## config.mk

```make
export PLATFORM = sky130hd
export DESIGN_NAME = tedq_delay_calc
export DESIGN_NICKNAME = d
export VERILOG_FILES = /design/src/rtl/tile_element_delay_quantizer_macros.svh /design/src/rtl/tedq_pkg.sv /design/src/rtl/tedq_delay_calc.sv
export SDC_FILE = /design/constraint.sdc
export NUM_CORES = 2
export LEC_CHECK = 0
export BUFFER_PORTS_ARGS = -buffer_cell sky130_fd_sc_hd__buf_2
export CAP_MARGIN = 15
export CORE_MARGIN = 2
export CORE_UTILIZATION = 35
export CTS_CLUSTER_DIAMETER = 60
export CTS_CLUSTER_SIZE = 12
export DETAILED_ROUTE_END_ITERATION = 12
export HOLD_SLACK_MARGIN = 0.15
export PLACE_DENSITY = 0.56
export REMOVE_ABC_BUFFERS = 1
export SLEW_MARGIN = 15
export SYNTH_ARGS = -nofsm -noshare
export SYNTH_HDL_FRONTEND = slang
export SYNTH_SLANG_ARGS = --single-unit
```

## constraint.sdc

```tcl
create_clock -name clk -period 9.14 [get_ports clk]
set_input_delay 0.914 -clock clk [delete_from_list [all_inputs] [get_ports clk]]
set_output_delay 0.914 -clock clk [all_outputs]
set_load 0.005 [all_outputs]
```

## src/rtl/tile_element_delay_quantizer_macros.svh

```systemverilog
// Assertion macros for the tile element delay quantizer RTL.
// Used by tedq_step_pick and tile_element_delay_quantizer; expects clk and rst_n in scope.
`ifndef TILE_ELEMENT_DELAY_QUANTIZER_MACROS_SVH
`define TILE_ELEMENT_DELAY_QUANTIZER_MACROS_SVH

`ifndef SYNTHESIS
`define TEDQ_ASSERT_SAME(label, ante, cons) \
  label: assert property (@(posedge clk) disable iff (!rst_n) (ante) |-> (cons)) \
    else $error("tedq: same-cycle check failed");
`define TEDQ_ASSERT_NEXT(label, ante, cons) \
  label: assert property (@(posedge clk) disable iff (!rst_n) (ante) |=> (cons)) \
    else $error("tedq: next-cycle check failed");
`else
`define TEDQ_ASSERT_SAME(label, ante, cons)
`define TEDQ_ASSERT_NEXT(label, ante, cons)
`endif

`endif

```

## src/rtl/tedq_pkg.sv

```systemverilog
// Shared types and constants for the tile element delay quantizer.
// No dependencies; used by every module of the block.
package tedq_pkg;

  localparam int STEP_COUNT_DEF    = 32;
  localparam int SEARCH_RADIUS_DEF = 2;

  localparam int DIR_W       = 16;
  localparam int ENTRY_W     = 16;
  localparam int IDX_W       = 5;
  localparam int CODE_W      = 8;
  localparam int IN_TDATA_W  = 120;
  localparam int OUT_TDATA_W = 16;

  localparam int DOT_W   = 34;
  localparam int PSK_W   = 19;
  localparam int MUL_W   = DOT_W + PSK_W;
  localparam int DELAY_W = 52;
  localparam int DIST_W  = DELAY_W + 1;

  localparam int PS_PER_MM_Q16 = 218605;
  localparam int FRAC_BITS     = 31;
  localparam int HALF_NS_PS    = 500;
  localparam int HI_W          = DELAY_W - FRAC_BITS;

  // floor(x / 500) = ((x >> 2) * 8389) >> 20 for 0 <= x < 2^15
  localparam int QUOT_MSB    = 14;
  localparam int QUOT_LSB    = 2;
  localparam int DIV_RECIP   = 8389;
  localparam int DIV_SHIFT   = 20;
  localparam int QP_W        = 27;

  localparam int MAX_STEP   = 31;
  localparam int CODE_BASE  = 1 << 7;
  localparam int CODE_SCALE = 4;

  typedef enum logic {
    OP_LOAD  = 1'b0,
    OP_QUANT = 1'b1
  } opcode_t;

  typedef struct packed {
    logic               is_load;
    logic [IDX_W-1:0]   entry_index;
    logic [ENTRY_W-1:0] entry_delay_ps;
  } load_side_t;

  typedef struct packed {
    load_side_t                 side;
    logic signed [DELAY_W-1:0]  delay;
  } calc_item_t;

  typedef struct packed {
    logic [IDX_W-1:0]  step_index;
    logic [CODE_W-1:0] setting_code;
    logic              was_clamped;
  } step_result_t;

endpackage

```

## src/rtl/tedq_delay_calc.sv

```systemverilog
// Four-stage delay datapath: products, dot sum, ps scaling, mean offset.
// Depends on tedq_pkg.
module tedq_delay_calc (
  input  logic                                   clk,
  input  logic                                   rst_n,
  input  logic                                   en,
  input  logic                                   in_valid,
  input  tedq_pkg::opcode_t                      in_opcode,
  input  logic [tedq_pkg::IDX_W-1:0]             entry_index,
  input  logic [tedq_pkg::ENTRY_W-1:0]           entry_delay_ps,
  input  logic signed [tedq_pkg::DIR_W-1:0]      dir_x,
  input  logic signed [tedq_pkg::DIR_W-1:0]      dir_y,
  input  logic signed [tedq_pkg::DIR_W-1:0]      dir_z,
  input  logic signed [tedq_pkg::DIR_W-1:0]      pos_x,
  input  logic signed [tedq_pkg::DIR_W-1:0]      pos_y,
  input  logic signed [tedq_pkg::DIR_W-1:0]      pos_z,
  input  logic [tedq_pkg::ENTRY_W-1:0]           mean_delay_ps,
  output logic                                   calc_valid,
  output tedq_pkg::calc_item_t                   calc_item
);

  localparam int PROD_W = 2 * tedq_pkg::DIR_W;
  localparam logic signed [tedq_pkg::PSK_W-1:0] PS_K =
    tedq_pkg::PSK_W'(tedq_pkg::PS_PER_MM_Q16);

  logic                                     s1_valid_r, s2_valid_r, s3_valid_r, s4_valid_r;
  tedq_pkg::load_side_t                     s1_side_r, s2_side_r, s3_side_r, s4_side_r;
  tedq_pkg::load_side_t                     side_nxt;
  logic signed [PROD_W-1:0]                 px_r, py_r, pz_r;
  logic signed [PROD_W-1:0]                 px_nxt, py_nxt, pz_nxt;
  logic signed [tedq_pkg::DOT_W-1:0]        dot_r, dot_nxt;
  logic signed [tedq_pkg::MUL_W-1:0]        prod_r, prod_nxt;
  logic signed [tedq_pkg::DELAY_W-1:0]      delay_r, delay_nxt;

  always_comb begin
    side_nxt.is_load        = (in_opcode == tedq_pkg::OP_LOAD);
    side_nxt.entry_index    = entry_index;
    side_nxt.entry_delay_ps = entry_delay_ps;
    px_nxt    = dir_x * pos_x;
    py_nxt    = dir_y * pos_y;
    pz_nxt    = dir_z * pos_z;
    dot_nxt   = tedq_pkg::DOT_W'(px_r) + tedq_pkg::DOT_W'(py_r) + tedq_pkg::DOT_W'(pz_r);
    prod_nxt  = dot_r * PS_K;
    delay_nxt = tedq_pkg::DELAY_W'(prod_r)
              + tedq_pkg::DELAY_W'(signed'({1'b0, mean_delay_ps,
                                            {tedq_pkg::FRAC_BITS{1'b0}}}));
  end

  always_ff @(posedge clk) begin
    if (!rst_n) begin
      s1_valid_r <= 1'b0;
      s2_valid_r <= 1'b0;
      s3_valid_r <= 1'b0;
      s4_valid_r <= 1'b0;
    end else if (en) begin
      s1_valid_r <= in_valid;
      s2_valid_r <= s1_valid_r;
      s3_valid_r <= s2_valid_r;
      s4_valid_r <= s3_valid_r;
    end
  end

  always_ff @(posedge clk) begin
    if (en) begin
      s1_side_r <= side_nxt;
      px_r      <= px_nxt;
      py_r      <= py_nxt;
      pz_r      <= pz_nxt;
      s2_side_r <= s1_side_r;
      dot_r     <= dot_nxt;
      s3_side_r <= s2_side_r;
      prod_r    <= prod_nxt;
      s4_side_r <= s3_side_r;
      delay_r   <= delay_nxt;
    end
  end

  assign calc_valid      = s4_valid_r;
  assign calc_item.side  = s4_side_r;
  assign calc_item.delay = delay_r;

endmodule

```

==> reports/metrics.yaml <==
status:
  outcome: "complete, no violations"
worst_setup_path:
  r2r-start: "dot_r[20]"
  path_depth: 21
  slowest_delay_ps: 600
  reg2regPathDepth: 21
  crit_type: "reg -> reg"
  crit_top_cell: "fa_1"
  r2r_end: "prod_r[44]"
  crit_family: "adder cells"
  ff2ff_setup_slack_ps: 2280
  cp-end-kind: "register"
  required_ps: 9440
  crit_chain: "ha_1, inv_1, fa_1, inv_1, fa_1, fa_1, fa_1, inv_1, fa_1, inv_1, ha_1, nand3_1, or3_4, nand2b_1, a32o_1, o41ai_4, a211oi_2, o21a_1, o21a_1, and4b_1, or3_1"
  critPathSlowestCell: "edfxtp_1"
  critical_path_arrival_ps: 7160
  critPathLaunchType: "register"
  path_buf_inv: 4
  cp_max_fo: 7
grt:
  use_met1_pct: 21.75
  grt_max_degree: 143
  grt.busiest_layer: "met2"
  grt_use_total_pct: 15.97
  use_met3_pct: 1.653
  grt_pass1_wl_um: 201300
  grt_pass1_vias: 37360
  use_met2_pct: 27.57
  antenna_found_initial: 1
  gr-total-overflow: 0
sta:
  finClkSkew_ps: 31.40
  fin_setup_tns_ps: 0
  rsz0062_at_grt: "false"
  timing.final.crit_share_pct: 75.06
  drv_slew: 0
  setup_viol: 0
  relSlewSlack_pct: 33.05
  fmax_ghz: 0.1458
  hold_viol_final: 0
  tightest_slew_ps: 1004
  fin_crit_ps: 6860
logic_synthesis:
  synthCells: 5147
  async_flop_share_pct: 0
  synth-seq-area-share_pct: 17.90
  synthMuxAreaShare_pct: 0.1286
  synth_xor_area_share_pct: 3.409
  syn_area_um2: 54470
  synth.avg_cell_area_um2: 10.58
  synth-simple-area-share_pct: 10.30
  synth_top_family_by_area: "adder cells"
  yosysWarningCount: 0
  synthAdderAreaFrac_pct: 53.25
  synth_compound_area_share_pct: 5.474
  ys_seq_elements: 326
  synth.distinct_cells: 76
  ys.flop_type: "edfxtp_1"
  synth_edf_count: 322
die:
  pin_count: 213
  core_area_um2: 154200
  die_h_um: 398.5
  die-area_um2: 158800
  rows: 144
  start_util_pct: 35.32
  die_w_um: 398.5
finish:
  design_area_um2: 59150
  area_delta_synth_final_pct: 8.577
  drive_gt1_share_pct: 5.764
  fillCellCount: 15220
  final_nets: 7063
  diodes: 0
  utilization_pct: 38.35
cts:
  clockRootBuffer: "clkbuf_16"
  clk_latency_ps: 590
  cts.sinks: 326
  cts_setup_buffers: 0
  cts_tree: "done"
  cts_buffers: 44
  cts_resized: 0
  cts_max_path_buffers: 3
  h-tree-depth: 2
  clk_pin_slew_worst_paths_ps: 60
  hold_buffers: 0
drt:
  wl_um: 122700
  firstDrtPassIters: 7
  initialDrtViolationCount: 1589
  drc_errors: 0
  antenna_left: 0
  wl_per_cell_um: 16.65
  vias: 34360
  routed_via_density: 4.663
hold_path:
  min_from: "s2_side_r[1]"
  min-delay-path-class: "reg -> reg"
  holdPathStages: 0
  holdPathEnd: "s3_side_r[1]"
job:
  drv_cap: 0
placed_design:
  placed_area_um2: 57690
  io_buffers: 212
  hpwl_um: 103500
  gp_congestion: 0.8767
## cells in the final DEF (no fill, tap or decap), drive strengths merged, types with 130 or more instances in the layout
cell / count
nand2: 430
a21oi: 144
fa: 1142
xnor2: 152
inv: 1276
ha: 491
edfxtp: 322
nor2: 130
buf: 215
and2: 380
## flip-flops by register name, summed over array words and instances (netlist names), 22 cells and up
name       flops
calc_item     22
s2_side_r     22
s3_side_r     22
prod_r        52
py_r          32
dot_r         34
delay_r       52
s1_side_r     22
pz_r          32
px_r          32
## cell usage after synthesis (all sizes together), types with 8 or more instances
cell type / instances / area share, %
o31ai: 8 / 0.11
clkbuf: 108 / 0.74
nor2b: 26 / 0.30
inv: 1265 / 8.7
a21o: 58 / 0.80
nand4: 13 / 0.15
xor2: 60 / 0.96
o21bai: 26 / 0.36
nor3: 19 / 0.17
ha: 491 / 11
a211oi: 22 / 0.31
a21oi: 144 / 1.3
nand2: 430 / 3.0
nand3: 35 / 0.33
a31oi: 18 / 0.22
xnor2: 152 / 2.4
nor2: 130 / 0.90
o21a: 21 / 0.29
o21ai: 97 / 0.91
or3: 11 / 0.14
edfxtp: 322 / 18
or2: 9 / 0.10
fa: 1142 / 42
and2: 380 / 4.4
nand2b: 32 / 0.37
and3: 14 / 0.16
buf: 8 / 0.080
## logic make-up (layout without fill, tap and decap cells)
group / after synthesis / after routing
buf+inv: 1382 / 1561
mux: 7 / 7
xor+xnor: 212 / 212
compound gates: 464 / 464
fa+ha+maj: 1633 / 1633
simple gates: 1123 / 1123
flops: 326 / 326
## routing by layer
layer,vias to the layer above,wire length (um)
li1,16040,-
met1,17540,54700
met2,663,61070
met3,125,4585
met4,2,2381
met5,-,16
## per-stage QoR
stage	instances	setup WS, ps	hold slack, ps
after floorplan	5031	2508	400.3
after global placement	7290	1814	400.4
after detailed placement	7290	1722	404.5
after CTS	7370	2252	398.9
after global routing	7370	1922	418.8
final	7370	2280	400.7
## cell type report
class / instances / area, um^2 / area share, %
timing repair buffer: 215 / 1106 / 1.870
tap: 2044 / 2557 / 4.324
multi-input combinational: 3439 / 39520 / 66.82
inverter: 1266 / 4752 / 8.035
clock inverter: 27 / 322.8 / 0.5458
clock buffer: 53 / 1135 / 1.919
sequential: 326 / 9749 / 16.48
## how the worst max path moves through the flow
stage / from / to / slack [ps]
after floorplan: dir_x[15] / px_r[31] / 2510
after global placement: dir_x[7] / px_r[31] / 1810
after detailed placement: dir_z[11] / pz_r[30] / 1720
after CTS: dot_r[19] / prod_r[44] / 2250
after global routing: dot_r[20] / prod_r[49] / 1920
final: dot_r[20] / prod_r[44] / 2280
Power is not shown: default switching activity piles up to over one toggle a cycle in this logic, so the estimate is an artifact.
